**src/design/stw_pkg.sv**
```systemverilog
// Shared types and constants for the stopwatch and countdown timer.
package stw_pkg;

   typedef enum logic [2:0] {
      MODE_MENU    = 3'd0,
      MODE_SW_IDLE = 3'd1,
      MODE_SW_RUN  = 3'd2,
      MODE_SW_STOP = 3'd3,
      MODE_CD_SET  = 3'd4,
      MODE_CD_RUN  = 3'd5,
      MODE_CD_DONE = 3'd6
   } mode_type;

   typedef enum logic {
      CSR_REDRAW_INTERVAL = 1'b0,
      CSR_FLASH_PERIOD    = 1'b1
   } csr_index_type;

   localparam logic [15:0] REDRAW_INTERVAL_RESET = 16'd100;
   localparam logic [15:0] FLASH_PERIOD_RESET    = 16'd500;

   localparam logic [6:0]  MINUTES_MIN   = 7'd1;
   localparam logic [6:0]  MINUTES_MAX   = 7'd99;
   localparam logic [6:0]  MINUTES_RESET = 7'd5;
   localparam logic [22:0] MS_PER_MINUTE = 23'd60000;

   typedef struct packed {
      logic [31:0] now_ms;
      logic        press_back;
      logic        press_confirm;
      logic        press_up;
      logic        press_down;
      logic        press_next;
      logic        press_previous;
   } poll_type;

   typedef struct packed {
      logic [15:0] redraw_interval_ms;
      logic [15:0] flash_period_ms;
   } cfg_type;

   typedef struct packed {
      mode_type    mode;
      logic        selected_mode;
      logic [31:0] elapsed_ms;
      logic [22:0] remaining_ms;
      logic [6:0]  minutes_setting;
      logic [4:0]  lap_count;
      logic        lap_recorded;
      logic        flash_on;
      logic        redraw;
      logic        leave;
   } result_type;

endpackage

```
**src/design/stw_csr.sv**
```systemverilog
// Configuration registers: redraw interval and flash period.
module stw_csr
   import stw_pkg::*;
(
   input  logic        clock,
   input  logic        reset,
   input  logic        csr_valid,
   output logic        csr_ready,
   input  logic        csr_index,
   input  logic [15:0] csr_data,
   output cfg_type     cfg
);

   logic [15:0] redraw_interval_ff;
   logic [15:0] redraw_interval_in;
   logic [15:0] flash_period_ff;
   logic [15:0] flash_period_in;
   logic        write;

   assign csr_ready = 1'b1;
   assign write     = csr_valid & csr_ready;

   always_comb begin
      redraw_interval_in = redraw_interval_ff;
      flash_period_in    = flash_period_ff;
      if (write) begin
         case (csr_index_type'(csr_index))
            CSR_REDRAW_INTERVAL: redraw_interval_in = csr_data;
            CSR_FLASH_PERIOD:    flash_period_in    = csr_data;
            default:             ;
         endcase
      end
   end

   always_ff @(posedge clock) begin
      if (reset) begin
         redraw_interval_ff <= REDRAW_INTERVAL_RESET;
         flash_period_ff    <= FLASH_PERIOD_RESET;
      end else begin
         redraw_interval_ff <= redraw_interval_in;
         flash_period_ff    <= flash_period_in;
      end
   end

   assign cfg.redraw_interval_ms = redraw_interval_ff;
   assign cfg.flash_period_ms    = flash_period_ff;

endmodule

```
**src/design/stw_engine.sv**
```systemverilog
// Mode machine and timer state: one poll is evaluated per enabled cycle.
module stw_engine
   import stw_pkg::*;
#(
   parameter int LAP_LIMIT = 16
)
(
   input  logic       clock,
   input  logic       reset,
   input  logic       enable,
   input  poll_type   poll,
   input  cfg_type    cfg,
   output result_type result
);

   localparam int LAP_W = $clog2(LAP_LIMIT + 1);
   localparam logic [LAP_W-1:0] LAP_MAX = LAP_W'(LAP_LIMIT);

   mode_type         mode_ff, mode_in;
   logic             choice_ff, choice_in;
   logic [31:0]      elapsed_ff, elapsed_in;
   logic [31:0]      paused_ff, paused_in;
   logic [31:0]      start_ff, start_in;
   logic [LAP_W-1:0] laps_ff, laps_in;
   logic [6:0]       minutes_ff, minutes_in;
   logic [22:0]      remaining_ff, remaining_in;
   logic [31:0]      last_tick_ff, last_tick_in;
   logic             flash_ff, flash_in;
   logic [31:0]      flash_stamp_ff, flash_stamp_in;
   logic [31:0]      last_redraw_ff, last_redraw_in;

   logic [31:0] run_elapsed;
   logic        redraw_due;
   logic [31:0] cd_step;
   logic        cd_expire;
   logic        flash_due;
   logic [6:0]  minutes_up;
   logic [6:0]  minutes_down;
   logic [22:0] cd_load;
   logic        lap_room;
   logic        redraw;
   logic        lap;
   logic        leave;

   assign run_elapsed  = paused_ff + (poll.now_ms - start_ff);
   assign redraw_due   = (poll.now_ms - last_redraw_ff) >= {16'd0, cfg.redraw_interval_ms};
   assign cd_step      = poll.now_ms - last_tick_ff;
   assign cd_expire    = cd_step >= {9'd0, remaining_ff};
   assign flash_due    = (poll.now_ms - flash_stamp_ff) >= {16'd0, cfg.flash_period_ms};
   assign minutes_up   = (poll.press_up && (minutes_ff < MINUTES_MAX)) ?
                         minutes_ff + 7'd1 : minutes_ff;
   assign minutes_down = (poll.press_down && (minutes_up > MINUTES_MIN)) ?
                         minutes_up - 7'd1 : minutes_up;
   assign cd_load      = 23'(minutes_down) * MS_PER_MINUTE;
   assign lap_room     = laps_ff < LAP_MAX;

   // next state
   always_comb begin
      mode_in        = mode_ff;
      choice_in      = choice_ff;
      elapsed_in     = elapsed_ff;
      paused_in      = paused_ff;
      start_in       = start_ff;
      laps_in        = laps_ff;
      minutes_in     = minutes_ff;
      remaining_in   = remaining_ff;
      last_tick_in   = last_tick_ff;
      flash_in       = flash_ff;
      flash_stamp_in = flash_stamp_ff;
      last_redraw_in = last_redraw_ff;
      case (mode_ff)
         MODE_MENU: begin
            if (!poll.press_back) begin
               choice_in = choice_ff ^ poll.press_next ^ poll.press_previous;
               if (poll.press_confirm) begin
                  if (!choice_in) begin
                     mode_in    = MODE_SW_IDLE;
                     elapsed_in = '0;
                     paused_in  = '0;
                     laps_in    = '0;
                  end else begin
                     mode_in = MODE_CD_SET;
                  end
               end
            end
         end
         MODE_SW_IDLE, MODE_SW_RUN, MODE_SW_STOP: begin
            if (mode_ff == MODE_SW_RUN) begin
               elapsed_in = run_elapsed;
               if (redraw_due) begin
                  last_redraw_in = poll.now_ms;
               end
            end
            if (poll.press_confirm) begin
               if (mode_ff == MODE_SW_IDLE) begin
                  start_in  = poll.now_ms;
                  paused_in = '0;
                  mode_in   = MODE_SW_RUN;
               end else if (mode_ff == MODE_SW_RUN) begin
                  if (lap_room) begin
                     laps_in = laps_ff + LAP_W'(1);
                  end
               end else begin
                  start_in   = poll.now_ms;
                  paused_in  = '0;
                  elapsed_in = '0;
                  laps_in    = '0;
                  mode_in    = MODE_SW_RUN;
               end
            end else if (poll.press_back) begin
               if (mode_ff == MODE_SW_RUN) begin
                  paused_in = run_elapsed;
                  mode_in   = MODE_SW_STOP;
               end else begin
                  mode_in = MODE_MENU;
               end
            end
         end
         MODE_CD_SET: begin
            if (poll.press_back) begin
               mode_in = MODE_MENU;
            end else begin
               minutes_in = minutes_down;
               if (poll.press_confirm) begin
                  remaining_in = cd_load;
                  last_tick_in = poll.now_ms;
                  mode_in      = MODE_CD_RUN;
               end
            end
         end
         MODE_CD_RUN: begin
            last_tick_in = poll.now_ms;
            if (cd_expire) begin
               remaining_in   = '0;
               mode_in        = MODE_CD_DONE;
               flash_in       = 1'b1;
               flash_stamp_in = poll.now_ms;
            end else begin
               remaining_in = remaining_ff - cd_step[22:0];
               if (redraw_due) begin
                  last_redraw_in = poll.now_ms;
               end
            end
            if (poll.press_back) begin
               mode_in = MODE_CD_SET;
            end
         end
         MODE_CD_DONE: begin
            if (flash_due) begin
               flash_in       = ~flash_ff;
               flash_stamp_in = poll.now_ms;
            end
            if (poll.press_back || poll.press_confirm) begin
               mode_in = MODE_CD_SET;
            end
         end
         default: ;
      endcase
   end

   // per-poll flags
   always_comb begin
      redraw = 1'b0;
      lap    = 1'b0;
      leave  = 1'b0;
      case (mode_ff)
         MODE_MENU: begin
            leave  = poll.press_back;
            redraw = ~poll.press_back &
                     (poll.press_next | poll.press_previous | poll.press_confirm);
         end
         MODE_SW_IDLE, MODE_SW_RUN, MODE_SW_STOP: begin
            redraw = ((mode_ff == MODE_SW_RUN) && redraw_due) ||
                     poll.press_confirm || poll.press_back;
            lap    = (mode_ff == MODE_SW_RUN) && poll.press_confirm && lap_room;
         end
         MODE_CD_SET: begin
            redraw = poll.press_back | poll.press_up | poll.press_down | poll.press_confirm;
         end
         MODE_CD_RUN: begin
            redraw = cd_expire | redraw_due | poll.press_back;
         end
         MODE_CD_DONE: begin
            redraw = flash_due | poll.press_back | poll.press_confirm;
         end
         default: ;
      endcase
   end

   always_ff @(posedge clock) begin
      if (reset) begin
         mode_ff        <= MODE_MENU;
         choice_ff      <= 1'b0;
         elapsed_ff     <= '0;
         paused_ff      <= '0;
         laps_ff        <= '0;
         minutes_ff     <= MINUTES_RESET;
         remaining_ff   <= '0;
         flash_ff       <= 1'b0;
         last_redraw_ff <= '0;
      end else if (enable) begin
         mode_ff        <= mode_in;
         choice_ff      <= choice_in;
         elapsed_ff     <= elapsed_in;
         paused_ff      <= paused_in;
         laps_ff        <= laps_in;
         minutes_ff     <= minutes_in;
         remaining_ff   <= remaining_in;
         flash_ff       <= flash_in;
         last_redraw_ff <= last_redraw_in;
      end
   end

   always_ff @(posedge clock) begin
      if (enable) begin
         start_ff       <= start_in;
         last_tick_ff   <= last_tick_in;
         flash_stamp_ff <= flash_stamp_in;
      end
   end

   assign result.mode            = mode_in;
   assign result.selected_mode   = choice_in;
   assign result.elapsed_ms      = elapsed_in;
   assign result.remaining_ms    = remaining_in;
   assign result.minutes_setting = minutes_in;
   assign result.lap_count       = 5'(laps_in);
   assign result.lap_recorded    = lap;
   assign result.flash_on        = (mode_in == MODE_CD_DONE) ? flash_in : 1'b0;
   assign result.redraw          = redraw;
   assign result.leave           = leave;

   assert property (@(posedge clock) disable iff (reset)
      laps_ff <= LAP_MAX)
      else $error("lap counter above limit");

   assert property (@(posedge clock) disable iff (reset)
      (minutes_ff >= MINUTES_MIN) && (minutes_ff <= MINUTES_MAX))
      else $error("minutes setting out of range");

   assert property (@(posedge clock) disable iff (reset)
      enable && lap |=> laps_ff == $past(laps_ff) + LAP_W'(1))
      else $error("lap recorded without count advance");

endmodule

```
**src/design/stopwatch_countdown_timer.sv**
```systemverilog
// Stopwatch and countdown timer top level: poll and result registers around the engine.
//
// Usage: each poll transaction on the req_ channel carries the current
// millisecond time and the button presses seen since the previous poll. The
// block answers every poll with exactly one result transaction on the rsp_
// channel: mode, selected choice, stopwatch and countdown times, minutes
// setting, lap count and the lap, flash, redraw and leave flags.
// A transaction moves at a rising edge where valid is high and stall is low.
// A poll is held in the poll register, evaluated by the engine and captured
// in the result register, which offers it on rsp_. One poll per cycle while
// rsp_stall is low: the poll register feeds a single combinational pass into
// the result register. When rsp_stall holds, the result register keeps its
// transaction, one more poll waits in the poll register, and req_stall rises.
// The csr_ channel writes the redraw interval (index 0) and flash period
// (index 1); csr_ready is always high. Write only while no poll is in flight.
// Reset (synchronous, active high) returns to mode select with cleared
// times, five countdown minutes and the default interval and period.
module stopwatch_countdown_timer
   import stw_pkg::*;
#(
   parameter int LAP_LIMIT = 16
)
(
   input  logic        clock,
   input  logic        reset,

   input  logic        req_valid,
   output logic        req_stall,
   input  logic [31:0] req_now_ms,
   input  logic        req_press_back,
   input  logic        req_press_confirm,
   input  logic        req_press_up,
   input  logic        req_press_down,
   input  logic        req_press_next,
   input  logic        req_press_previous,

   output logic        rsp_valid,
   input  logic        rsp_stall,
   output logic [2:0]  rsp_mode,
   output logic        rsp_selected_mode,
   output logic [31:0] rsp_elapsed_ms,
   output logic [22:0] rsp_remaining_ms,
   output logic [6:0]  rsp_minutes_setting,
   output logic [4:0]  rsp_lap_count,
   output logic        rsp_lap_recorded,
   output logic        rsp_flash_on,
   output logic        rsp_redraw,
   output logic        rsp_leave,

   input  logic        csr_valid,
   output logic        csr_ready,
   input  logic        csr_index,
   input  logic [15:0] csr_data
);

   logic       in_valid_ff, in_valid_in;
   poll_type   poll_ff;
   logic       out_valid_ff, out_valid_in;
   result_type result_ff;
   result_type result;
   cfg_type    cfg;
   logic       req_take;
   logic       advance;

   assign advance     = in_valid_ff & (~out_valid_ff | ~rsp_stall);
   assign req_stall   = in_valid_ff & ~advance;
   assign req_take    = req_valid & ~req_stall;
   assign in_valid_in = req_take | (in_valid_ff & ~advance);
   assign out_valid_in = advance | (out_valid_ff & rsp_stall);

   always_ff @(posedge clock) begin
      if (reset) begin
         in_valid_ff  <= 1'b0;
         out_valid_ff <= 1'b0;
      end else begin
         in_valid_ff  <= in_valid_in;
         out_valid_ff <= out_valid_in;
      end
   end

   always_ff @(posedge clock) begin
      if (req_take) begin
         poll_ff <= '{now_ms:         req_now_ms,
                      press_back:     req_press_back,
                      press_confirm:  req_press_confirm,
                      press_up:       req_press_up,
                      press_down:     req_press_down,
                      press_next:     req_press_next,
                      press_previous: req_press_previous};
      end
      if (advance) begin
         result_ff <= result;
      end
   end

   stw_csr u_csr (
      .clock     (clock),
      .reset     (reset),
      .csr_valid (csr_valid),
      .csr_ready (csr_ready),
      .csr_index (csr_index),
      .csr_data  (csr_data),
      .cfg       (cfg)
   );

   stw_engine #(
      .LAP_LIMIT (LAP_LIMIT)
   ) u_engine (
      .clock  (clock),
      .reset  (reset),
      .enable (advance),
      .poll   (poll_ff),
      .cfg    (cfg),
      .result (result)
   );

   assign rsp_valid           = out_valid_ff;
   assign rsp_mode            = result_ff.mode;
   assign rsp_selected_mode   = result_ff.selected_mode;
   assign rsp_elapsed_ms      = result_ff.elapsed_ms;
   assign rsp_remaining_ms    = result_ff.remaining_ms;
   assign rsp_minutes_setting = result_ff.minutes_setting;
   assign rsp_lap_count       = result_ff.lap_count;
   assign rsp_lap_recorded    = result_ff.lap_recorded;
   assign rsp_flash_on        = result_ff.flash_on;
   assign rsp_redraw          = result_ff.redraw;
   assign rsp_leave           = result_ff.leave;

   assert property (@(posedge clock) disable iff (reset)
      req_stall |-> in_valid_ff && out_valid_ff && rsp_stall)
      else $error("poll stalled without a blocked result");

   assert property (@(posedge clock) disable iff (reset)
      rsp_valid && rsp_leave |-> rsp_mode == MODE_MENU)
      else $error("leave outside mode select");

   assert property (@(posedge clock) disable iff (reset)
      rsp_valid && rsp_flash_on |-> rsp_mode == MODE_CD_DONE)
      else $error("flash outside countdown done");

   assert property (@(posedge clock) disable iff (reset)
      rsp_valid && rsp_lap_recorded |-> rsp_redraw && rsp_mode == MODE_SW_RUN)
      else $error("lap recorded outside running stopwatch");

   assert property (@(posedge clock) disable iff (reset)
      advance |=> rsp_valid)
      else $error("evaluated poll lost");

endmodule
```
**config.mk**
```make
export PLATFORM = sky130hd
export DESIGN_NAME = stopwatch_countdown_timer
export DESIGN_NICKNAME = d
export VERILOG_FILES = /design/src/design/stw_pkg.sv /design/src/design/stw_csr.sv /design/src/design/stw_engine.sv /design/src/design/stopwatch_countdown_timer.sv
export SDC_FILE = /design/constraint.sdc
export NUM_CORES = 1
export LEC_CHECK = 0
export ABC_AREA = 1
export BUFFER_PORTS_ARGS = -buffer_cell sky130_fd_sc_hd__buf_2
export CORE_MARGIN = 2
export CORE_UTILIZATION = 35
export DETAILED_ROUTE_END_ITERATION = 7
export GPL_TIMING_DRIVEN = 0
export HOLD_SLACK_MARGIN = 0.06
export PLACE_DENSITY = 0.51
export RECOVER_POWER = 100
export SYNTH_ARGS = -nofsm -noshare
export SYNTH_HDL_FRONTEND = slang
export SYNTH_HIERARCHICAL = 1
export SYNTH_SLANG_ARGS = --single-unit
```
**constraint.sdc**
```tcl
create_clock -name clock -period 14.9 [get_ports clock]
set_input_delay 2.98 -clock clock [delete_from_list [all_inputs] [get_ports clock]]
set_output_delay 2.98 -clock clock [all_outputs]
set_load 0.02 [all_outputs]
```
# == After elaboration in Yosys (flattened, before gate mapping) ==
# Cells that the tools add are included.
# word_totals
output_inout_bits,78
mem_count,0
reg_bits,379
latchBits,0
elab_cells,181
ram_bits,0
rom_bits,0
input_bits,60
# op_classes
magnitude_cmp,6
shifts,0
addsub,9
eq_ne,20
div,0
n_reduce_logical,21
n_mux,65
mul,1
bitwise_logic,26
# ops
cell,n
$mux 32,24
$pmux 32 s2,5
$sub 32x32->32,4
$mux 23,3
$ge 32x16->1,2
$pmux 23 s2,1
$mux 3,12
$mux 5,7
$add 32x32->32,1
$ge 32x23->1,1
$mux 7,4
$sub 23x23->23,1
$mul 7x11->18 const B,1
$reduce_and 4->1,4
$pmux 3 s5,1
$eq 3x3->1 const B,4
$ne 2x2->1 const B,6
$or 1x1->1,12
$pmux 5 s2,1
$ne 2x1->1 const B,4
$reduce_and 8->1,1
$reduce_bool 2->1,4
$add 7x1->7 const B,1
$gt 7x1->1 const B,1
21 further kinds,43

# == Logic depth before layout (Yosys ltp) ==
# Gate-level depths: netlist of the first run.
# logic_depth
word_depth,10
depth_mapped,42
mapped_depth_nobuf,41

# == Hierarchy ==
# Netlist of the first run, hierarchy kept.
# by_module_without_submodules
module,area_each_um2,n_inst,seq_area_each_um2,cells_per_inst
stw_engine,24205.7,1,5605.4,3742
stopwatch_countdown_timer,3484.6,1,3433.3,125
stw_csr,1311.3,1,640.6,172

# == Worst setup path after synthesis of the first run ==
# Ideal clock, no wire load.
# synth_path
path_kind,input port to flip-flop
startpoint,in rsp_stall
endpoint,reg u_engine.flash_stamp_ff[0] (enable)
slack_ns,4.550
arrival_ns,9.888
path_stages,6
setup_time_ns,0.461
t_required_ns,14.439
n_path_buf,3
cell_sequence,a21oi_1 buf_4 inv_1 clkbuf_1 clkbuf_1 nor3_1
# synth_via
elab_chain_cells,4
# synth_rtl
item,line,text
"start, declared",stopwatch_countdown_timer.sv:38,"input logic rsp_stall,"
$not 1->1,stopwatch_countdown_timer.sv:65,assign advance = in_valid_ff & (~out_valid_ff | ~rsp_stall);
$or 1x1->1,stopwatch_countdown_timer.sv:65,
$and 1x1->1,stopwatch_countdown_timer.sv:65,
$reduce_and 4->1 (no line),--,
"end signal, assigned",stw_engine.sv:218,flash_stamp_ff <= flash_stamp_in;
"end, declared",stw_engine.sv:29,"logic [31:0] flash_stamp_ff, flash_stamp_in;"
# Every way passes these cells.
# A chain may end at the register's enable or synchronous reset.

# == Worst setup path after layout of the first run ==
# layout_path
startpoint,in rsp_stall
endpoint,reg u_engine.paused_ff[29]
# layout_via
elab_chain_cells,4
# layout_rtl
item,line,text
$not 1->1,stopwatch_countdown_timer.sv:65,
$or 1x1->1,stopwatch_countdown_timer.sv:65,
$and 1x1->1,stopwatch_countdown_timer.sv:65,
net advance,stopwatch_countdown_timer.sv:63,logic advance;
$reduce_and 8->1 (no line),--,
"end signal, assigned",stw_engine.sv:205,paused_ff <= paused_in;
"end, declared",stw_engine.sv:22,"logic [31:0] paused_ff, paused_in;"
# The timed path passes the listed nets, and every way through them passes these cells.

==> out/metrics.yaml, run 1 <==
vias_in_the_first_global_route: 24595
drv_cap: 3
worst-path-max-fanout: 25
synth_top_area_share_pct: 21.6
dpl-instance-area_mm2: 0.0312
fin_crit_ns: 8.67
start_util_pct: 35.3
grt_antenna_before_repair: 0
drive_above_1_share_pct: 4.54
layoutNonFillerInstCount: 5344
setup_repair_after_global_routing_missed_its_margin: "false"
arrival_ns: 9.22
layout.cells.most_common_list: "sky130_fd_sc_hd__nand2_1 (928), sky130_fd_sc_hd__inv_1 (836), sky130_fd_sc_hd__nor2_1 (371)"
peakVddDrop_v: 0.0000838
final_net_count: 4596
synthDistinctLibCells: 60
core.rowCount: 105
finalMaxSlewViolations: 95
final_common_cell: "sky130_fd_sc_hd__nand2_1"
post_synth.cell_area_avg_um2: 7.18
timing.critical_path.to_type: "register"
fillCellCount: 8804
worst_skew_pair.late_latency_ns: 0.62
multi_input_comb_area_mm2: 0.0157
post-route-cell-area_mm2: 0.0325
synthDominantAreaCellType: "sky130_fd_sc_hd__edfxtp_1"
final-setup-viol-count: 0
design.core.area_mm2: 0.0821
area.growth.synth_to_final_pct: 12.2
drt_drc_violations_left: 0
setup_tns_final_ns: 0
tritoncts: "built"
peak_per_stage_delay_on_the_critical_path_ns: 1.09
grt_overflow_total: 0
finalCritPeriodShare_pct: 58.2
finalWirelength_um: 90400
violations: "max-capacitance violations, max-slew violations"
sequence_of_cells_on_the_critical_path: "clkbuf_1 -> a21oi_1 -> clkbuf_1 -> clkbuf_1 -> clkbuf_1 -> inv_1 -> nor2_1 -> clkinv_1 -> a211oi_1 -> nand2_1 -> nor3_1 -> clkbuf_1 -> clkbuf_1 -> nand2_1 -> a21oi_1"
cts.repair_timing.setup_buffer_count: 0
htreeDepth: 2
clkSinkCount: 379
hpwl_um: 71800
die_h_um: 292
cts_resized: 0
cts_inserted_buffers: 48
status: "complete, but fails checks"
hold_violations: 0
seq_area_mm2: 0.00968
path_delay_family: "buffers and inverters"
worst_slew_margin_rel_pct: -47.7
dominantRegCellSynth: "sky130_fd_sc_hd__edfxtp_1"
timing.setup.critical_path_class: "in2reg"
synth.cell_area_mm2: 0.0290
synth_async_reset_ratio_pct: 0
ys_warn_count: 6
leakagePower_nw: 15.9
power.total_mw: 3.53
postRouteAntennaNets: 0
critical_path_required_ns: 15.44
tightest_slew_ns: 2.22
insertedDiodeCount: 0
worst_hold_path_type: "reg2reg"
post_drt_wl_per_cell_um: 16.9
start_kind: "primary input"
critical-path-top-cell-by-count: "sky130_fd_sc_hd__clkbuf_1"
post_synth_inst_count: 4039
cp.buffers_inverters: 8
fin_util_pct: 39.6
dr.first_iter.drc_count: 1583
number_of_enable_flip_flop_cells_after_synthesis: 209
cts-root-buf: "sky130_fd_sc_hd__clkbuf_16"
design.die.area_mm2: 0.0852
maximum_number_of_pins_on_one_net_before_global_route_repair: 33
max_clock_freq_mhz: 115
die_w_um: 292
ioPinCount: 138
worst_path_max_delay_cell: "sky130_fd_sc_hd__clkbuf_1"
vias_per_cell: 4.85
io_buffer_count: 135
detailed_route_via_count: 25911
synthTopCellsByArea: "sky130_fd_sc_hd__edfxtp_1 (22%), sky130_fd_sc_hd__nand2_1 (12%), sky130_fd_sc_hd__dfxtp_1 (12%)"
grt_pass1_wl_um: 140000
clk_pin_slew_worst_paths_ns: 0.06
dp.cells: 5255
first_pass_iters: 8
globalplace.congestion: 0.908
synth.ff_latch_count: 379
groute.usage.overall_pct: 21.0
finalClockSkew_ns: 0.0405
ys_seq_area_share_pct: 33.4
synthesis.nets: 4400
p_per_area_mw_per_mm2: 109
post_cts_hold_buffer_count: 0
clock_path_buffers: 3
==> through the flow <==
| step | hold WS [ns] | worst slack, ns |
|---|---|---|
| final | 0.457 | 6.23 |
| after global routing | 0.482 | 5.59 |
| after CTS | 0.466 | 7.96 |
| after detailed placement | 0.451 | 7.99 |
| after global placement | 0.450 | -0.000571 |
| after floorplan | 0.429 | 4.55 |
==> kinds of logic (layout without fill, tap and decap cells) <==
group                      count (synthesis)  after routing  share of synthesized area, %
DFF                                      379            379                          33.4
other                                      1              1                        0.0129
xor gates and xnor gates                 124            124                          3.74
buffers and inverters                    932           1167                          12.5
adders and majority gates                301            301                          14.2
AOI/OAI and AO/OA                        640            640                          12.3
and+or+nand+nor                         1662           1662                          23.8
==> Yosys cell counts (4+ instances only) <==
library cell               number
sky130_fd_sc_hd__inv_1        836
sky130_fd_sc_hd__a21o_1        11
sky130_fd_sc_hd__dfxtp_1      170
sky130_fd_sc_hd__ha_1         253
sky130_fd_sc_hd__buf_2         12
sky130_fd_sc_hd__nor3_1        31
sky130_fd_sc_hd__nand3_1      227
sky130_fd_sc_hd__nand4_1       47
sky130_fd_sc_hd__xnor2_1       37
sky130_fd_sc_hd__a22oi_1       15
sky130_fd_sc_hd__clkinv_1       4
sky130_fd_sc_hd__nand2_1      928
sky130_fd_sc_hd__buf_4         11
sky130_fd_sc_hd__inv_2          4
sky130_fd_sc_hd__buf_6          8
sky130_fd_sc_hd__a211oi_1       9
sky130_fd_sc_hd__o31ai_1        4
sky130_fd_sc_hd__edfxtp_1     209
sky130_fd_sc_hd__clkbuf_1      51
sky130_fd_sc_hd__a21oi_1      286
sky130_fd_sc_hd__o21a_1         8
sky130_fd_sc_hd__o21bai_1      15
sky130_fd_sc_hd__o22ai_1        9
sky130_fd_sc_hd__fa_1          48
sky130_fd_sc_hd__nor2_2         5
sky130_fd_sc_hd__nor2_1       370
sky130_fd_sc_hd__nand3b_1       4
sky130_fd_sc_hd__nand2_2       15
sky130_fd_sc_hd__o211ai_1      32
sky130_fd_sc_hd__nor4_1         7
sky130_fd_sc_hd__nand3_2       11
sky130_fd_sc_hd__o221ai_1      12
sky130_fd_sc_hd__a31oi_1       13
sky130_fd_sc_hd__and2_1         4
sky130_fd_sc_hd__a21boi_0       4
sky130_fd_sc_hd__xor2_1        87
sky130_fd_sc_hd__o21ai_1        7
sky130_fd_sc_hd__o21ai_0      202
==> area by class of cell <==
type / instances / share of cell area, %
inverter: 845 / 9.76
multi-input combinational: 2728 / 48.1
timing repair buffer: 146 / 1.89
buffer: 87 / 1.27
clock buffer: 61 / 3.97
tap: 1070 / 4.12
clock inverter: 28 / 1.11
sequential: 379 / 29.8
==> routing by layer <==
layer	global-route usage, %	wire, um	up-vias
li1	-	-	13318
met1	28.7	42700	11909
met2	35.6	41700	570
met3	1.96	3860	114
met4	5.39	2220	0
met5	0	0	-
==> state kept, by name, indices dropped and copies added (netlist names), 32 cells and up <==
signal / count
u_engine/elapsed_ff: 32
u_engine/start_ff: 32
poll_ff: 38
u_engine/flash_stamp_ff: 32
u_engine/last_tick_ff: 32
u_engine/last_redraw_ff: 32
rsp_elapsed_ms: 32
u_engine/paused_ff: 32
==> tightest hold or removal path, delay by kind of cell (launching register included) <==
family	cells	cell delay [ns]
DFF	1	0.32
and+or+nand+nor	2	0.10
==> path summary, 6_finish.rpt <==
path | startpoint | to | slack [ns] | cells after the start
min reg2reg | u_csr/redraw_interval_ff[5] | u_csr/redraw_interval_ff[5] | 0.46 | 2
max reg2reg | u_engine/minutes_ff[3] | rsp_remaining_ms[22] | 7.90 | 34
min | u_csr/redraw_interval_ff[5] | u_csr/redraw_interval_ff[5] | 0.46 | 2
max | rsp_stall | u_engine/paused_ff[29] | 6.23 | 15
==> power breakdown <==
part | total [mW] | switching [mW] | internal (mW) | leakage [nW]
Combinational | 1.10 | 0.721 | 0.374 | 11.8
Sequential | 1.21 | 0.0465 | 1.16 | 3.35
Clock | 1.23 | 0.493 | 0.736 | 0.798
Total | 3.53 | 1.26 | 2.27 | 15.9
No activity file was read; power rests on OpenSTA's default activity.
==> run 2: changes to the inputs <==
--- a/config.mk
+++ b/config.mk
@@ -5,14 +5,14 @@
 export SDC_FILE = /design/constraint.sdc
 export NUM_CORES = 1
 export LEC_CHECK = 0
-export ABC_AREA = 1
+export ABC_AREA = 0
 export BUFFER_PORTS_ARGS = -buffer_cell sky130_fd_sc_hd__buf_2
 export CORE_MARGIN = 2
 export CORE_UTILIZATION = 35
 export DETAILED_ROUTE_END_ITERATION = 7
 export GPL_TIMING_DRIVEN = 0
 export HOLD_SLACK_MARGIN = 0.06
-export PLACE_DENSITY = 0.51
+export PLACE_DENSITY = 0.53
 export RECOVER_POWER = 100
 export SYNTH_ARGS = -nofsm -noshare
 export SYNTH_HDL_FRONTEND = slang
==> constraint.sdc (replaced) <==
create_clock -name clock -period 7.3 [get_ports clock]
set_input_delay 1.46 -clock clock [delete_from_list [all_inputs] [get_ports clock]]
set_output_delay 1.46 -clock clock [all_outputs]
set_load 0.02 [all_outputs]
==> run 2 against run 1 <==
Compared with the run above:
- the run still ends with max-capacitance violations, max-slew violations left
- power increased by 69%
- first-iteration DRC count decreased by 11%
- clock skew decreased by 0.011 ns
- setup slack got worse by 5.8 ns
- non-clock buffer count increased by 10
- combinational power increased by 7%
- cell area decreased by 7.1%
- global-route usage decreased by 1.6 points
- via count decreased by 17%
==> out/metrics.yaml, run 2 <==
rr_worst_depth: 23  # was 34
fin_crit_ns: 6.89
peak_per_stage_delay_on_the_critical_path_ns: 0.66  # was 1.09 ns
tightest_slew_ns: 1.91  # was 2.22 ns
detailed_route_via_count: 21551  # was 25911
die_w_um: 280  # was 292 um
ff2ff_setup_slack_ns: 0.41  # was 7.90 ns
grt_overflow_total: 0  # unchanged
largest_register_ffs: 38  # unchanged
ioPinCount: 138  # unchanged
worst_path_max_delay_cell: "sky130_fd_sc_hd__edfxtp_1"  # was sky130_fd_sc_hd__clkbuf_1
crit-reg2reg-launch: "poll_ff[6]"  # was u_engine/minutes_ff[3]
number_of_enable_flip_flop_cells_after_synthesis: 209  # unchanged
hpwl_um: 59200  # was 71800 um
post_synthesis_compound_gate_area_fraction_pct: 18.4  # was 12.3%
finalClockSkew_ns: 0.0297  # was 0.0405 ns
drive_above_1_share_pct: 6.67  # was 4.54%
crit-reg2reg-capture: "rsp_remaining_ms[13]"  # was rsp_remaining_ms[22]
yosys.area_share.adder_pct: 15.5  # was 14.2%
dp.cells: 4081  # was 5255
ys_warn_count: 6  # unchanged
vias_per_cell: 5.16  # was 4.85
combinational_family_with_the_most_area_after_synthesis: "compound AO/OA/AOI/OAI gates"  # was simple AND/OR/NAND/NOR gates
power_report.internal_total_mw: 4.21  # was 2.27 mW
post_drt_wl_per_cell_um: 18.4  # was 16.9 um
grt_pass1_wl_um: 119000  # was 140000 um
layout.cells.most_common_list: "sky130_fd_sc_hd__inv_1 (384), sky130_fd_sc_hd__nor2_1 (267), sky130_fd_sc_hd__ha_1 (252)"  # was sky130_fd_sc_hd__nand2_1 (928), sky130_fd_sc_hd__inv_1 (836), sky130_fd_sc_hd__nor2_1 (371)
htreeDepth: 2  # unchanged
vias_in_the_first_global_route: 20633  # was 24595
drv_cap: 4  # was 3
insertedDiodeCount: 0  # unchanged
worst_slack_ns: 0.406  # was 6.23 ns
max_clock_freq_mhz: 145
top_register: "poll_ff"  # unchanged
switchingPower_mw: 1.78  # was 1.26 mW
combPwrFrac_pct: 19.7  # was 31.0%
finalMaxSlewViolations: 95  # unchanged
synthXorXnorAreaFrac_pct: 4.54  # was 3.74%
p_per_area_mw_per_mm2: 198  # was 109 mW/mm2
cts-root-buf: "sky130_fd_sc_hd__clkbuf_16"  # unchanged
synthDistinctLibCells: 98  # was 60
sequence_of_cells_on_the_critical_path: "inv_1 -> ha_1 -> inv_1 -> fa_1 -> a211oi_2 -> o21a_1 -> o31ai_2 -> a21o_1 -> a21oi_1 -> nor2b_1 -> o21a_1 -> o31a_1 -> ha_1 -> and3_1 -> a221o_1 -> a221oi_1 -> o221ai_1 -> nor3_1 -> nand4_4 -> nor2_1 -> buf_2 -> nand2_1 -> a22oi_1"  # was clkbuf_1 -> a21oi_1 -> clkbuf_1 -> clkbuf_1 -> clkbuf_1 -> inv_1 -> nor2_1 -> clkinv_1 -> a211oi_1 -> nand2_1 -> nor3_1 -> clkbuf_1 -> clkbuf_1 -> nand2_1 -> a21oi_1
yosys.cell_count.top_type: "sky130_fd_sc_hd__inv_1"  # was sky130_fd_sc_hd__nand2_1
layoutNonFillerInstCount: 4173  # was 5344
globalplace.congestion: 0.868  # was 0.908
clkSinkCount: 379  # unchanged
post_synth.cell_area_avg_um2: 9.00  # was 7.18 um2
routed-wl-met3_um: 3160  # was 3860 um
synth_async_reset_ratio_pct: 0  # unchanged
worstHoldEndpoint: "u_engine/last_redraw_ff[21]"  # was u_csr/redraw_interval_ff[5]
first_pass_iters: 7  # was 8
design.die.area_mm2: 0.0783  # was 0.0852 mm2
ys_top_cells_by_count: "sky130_fd_sc_hd__inv_1 (384), sky130_fd_sc_hd__nor2_1 (267), sky130_fd_sc_hd__ha_1 (253), sky130_fd_sc_hd__nand2_1 (235), sky130_fd_sc_hd__edfxtp_1 (209)"  # was sky130_fd_sc_hd__nand2_1 (928), sky130_fd_sc_hd__inv_1 (836), sky130_fd_sc_hd__nor2_1 (370), sky130_fd_sc_hd__a21oi_1 (286), sky130_fd_sc_hd__ha_1 (253)
timing.critical_path.to_type: "register"  # unchanged
final_common_cell: "sky130_fd_sc_hd__inv_1"  # was sky130_fd_sc_hd__nand2_1
synth.cell_area_mm2: 0.0266  # was 0.0290 mm2
power.total_mw: 5.99  # was 3.53 mW
synthTopCellsByArea: "sky130_fd_sc_hd__edfxtp_1 (24%), sky130_fd_sc_hd__dfxtp_1 (13%), sky130_fd_sc_hd__ha_1 (12%)"  # was sky130_fd_sc_hd__edfxtp_1 (22%), sky130_fd_sc_hd__nand2_1 (12%), sky130_fd_sc_hd__dfxtp_1 (12%)
dr.first_iter.drc_count: 1416  # was 1583
finalCritPeriodShare_pct: 94.4
leakagePower_nw: 12.5  # was 15.9 nW
worst-path-max-fanout: 10  # was 25
worst_slew_margin_rel_pct: -28.0  # was -47.7%
clkPwrFrac_pct: 40.2  # was 34.8%
postRouteAntennaNets: 0  # unchanged
setup_repair_after_global_routing_missed_its_margin: "true"  # was false
groute.usage.overall_pct: 19.4  # was 21.0%
start_kind: "register"  # was primary input
synth.ff_latch_count: 379  # unchanged
drt_drc_violations_left: 0  # unchanged
dr.max_layer_used: "met4"  # unchanged
hp-start: "u_engine/last_redraw_ff[21]"  # was u_csr/redraw_interval_ff[5]
core.rowCount: 101  # was 105
design.core.area_mm2: 0.0757  # was 0.0821 mm2
final-setup-viol-count: 0  # unchanged
clock_path_buffers: 3  # unchanged
worst_skew_pair.late_latency_ns: 0.60  # was 0.62 ns
clk_pin_slew_worst_paths_ns: 0.06  # about the same
synthDominantAreaCellType: "sky130_fd_sc_hd__edfxtp_1"  # unchanged
die_h_um: 280  # was 292 um
worst_hold_path_type: "reg2reg"  # unchanged
tritoncts: "built"  # unchanged
muxShareOfSynthArea_pct: 3.13  # was 0%
cts_inserted_buffers: 46  # was 48
area.growth.synth_to_final_pct: 13.4  # was 12.2%
critical_path_required_ns: 7.68  # was 15.44 ns
peakVddDrop_v: 0.000157  # was 0.0000838 V
synthesis.nets: 3322  # was 4400
dominantRegCellSynth: "sky130_fd_sc_hd__edfxtp_1"  # unchanged
synth_top_area_share_pct: 23.6  # was 21.6%
start_util_pct: 35.2  # was 35.3%
place_worst_setup_slack_ns: 0.213  # was 7.99 ns
cell_depth_of_the_worst_hold_path: 2  # unchanged
hold_violations: 0  # unchanged
ys_seq_area_share_pct: 36.3  # was 33.4%
share_seq_of_total_power_pct: 40.1  # was 34.2%
status: "complete, but fails checks"  # unchanged
io_buffer_count: 136  # was 135
grt_antenna_before_repair: 1  # was 0
simple_gate_area_share_of_the_yosys_netlist_pct: 14.8  # was 23.8%
timing.setup.critical_path_class: "reg2reg"  # was in2reg
arrival_ns: 7.27  # was 9.22 ns
met2WireLength_um: 34200  # was 41700 um
final_net_count: 3518  # was 4596
detail_route.wirelength.met1_um: 37200  # was 42700 um
post_synth_inst_count: 2961  # was 4039
switching_share_pct: 29.8  # was 35.7%
finalWirelength_um: 76600  # was 90400 um
violations: "max-capacitance violations, max-slew violations"  # unchanged
maximum_number_of_pins_on_one_net_before_global_route_repair: 33  # unchanged
-- run 2: cell count changes in the layout (fill, tap and decap cells not counted), sizes merged, moves of 30 or more --
cell,delta
a21o,+42
a21oi,-90
a22oi,+30
inv,-458
mux2i,+80
nand2,-708
nand2b,+58
nand3,-187
nor2,-110
o21a,+31
xnor2,+46
xor2,-32
-- run 2: critical path: cells and delay by family, from the launching register on --
family                   cells  cell delay, ns
AND/OR/NAND/NOR              6            1.64
adder cells (fa/ha/maj)      3            1.04
flip-flops                   1            0.66
buffers and inverters        3            0.77
AO/OA/AOI/OAI               11            2.58
-- run 2: final cells by class --
class                      instances  area, um2
fill                            7681      45500
multi-input combinational       2101      15100
sequential                       379       9680
inverter                         386       1450
clock buffer                      63       1300
tap                              978       1220
timing repair buffer             148        717
buffer                            95        475
clock inverter                    23        295
-- run 2: power by group through the flow --
stage          sequential [mW]  combinational [mW]  clock, mW
6_report                  2.40                1.18       2.41
5_1_grt                   2.41                1.32       2.56
4_1_cts                   2.40                1.19       2.48
3_5_place_dp              2.45                1.18          0
3_3_place_gp              2.45                1.17          0
2_1_floorplan             2.44               0.830          0
-- run 2: logic make-up (layout without fill, tap and decap cells) --
kind of cell / after synthesis / count (layout)
flip-flops: 379 / 379
AND/OR/NAND/NOR: 829 / 829
other: 1 / 1
XOR/XNOR: 138 / 138
adder cells (fa/ha/maj): 301 / 301
buffers and inverters: 481 / 715
multiplexers: 83 / 83
AO/OA/AOI/OAI: 749 / 749
-- run 2: worst max-delay path by stage --
stage	startpoint	endpoint	slack [ns]	depth (start not counted)
4_1_cts	u_engine/minutes_ff[2]	rsp_remaining_ms[21]	0.17	26
2_1_floorplan	rsp_stall	u_engine/flash_stamp_ff[0]	0.47	3
3_5_place_dp	u_engine/minutes_ff[2]	rsp_remaining_ms[21]	0.21	26
6_report	poll_ff[6]	rsp_remaining_ms[13]	0.41	23
5_1_grt	u_engine/minutes_ff[0]	rsp_remaining_ms[22]	-0.02	28
3_3_place_gp	rsp_stall	u_engine/flash_stamp_ff[2]	-3.74	4
-- run 2: timing repair --
item	4_1_cts	5_1_grt
setup endpoints to repair	0	37
buffers inserted	0	4
hold buffers	0	0
gates resized for setup	0	11
-- run 2: metal layers --
metal | vias up | track usage [%]
li1 | 10814 | -
met1 | 10170 | 27.3
met2 | 483 | 31.3
met3 | 84 | 2.26
met4 | 0 | 5.38
met5 | - | 0
-- run 2: stage by stage --
step           area [um2]  hold slack, ns  setup TNS, ns  util [%]
2_1_floorplan       26600           0.432              0         -
3_3_place_gp        28500           0.442        -368.22      37.7
3_5_place_dp        28700           0.448              0      37.9
4_1_cts             30300           0.460              0      40.0
5_1_grt             30200           0.474        -0.0249      39.9
6_report            30200           0.457              0      39.9
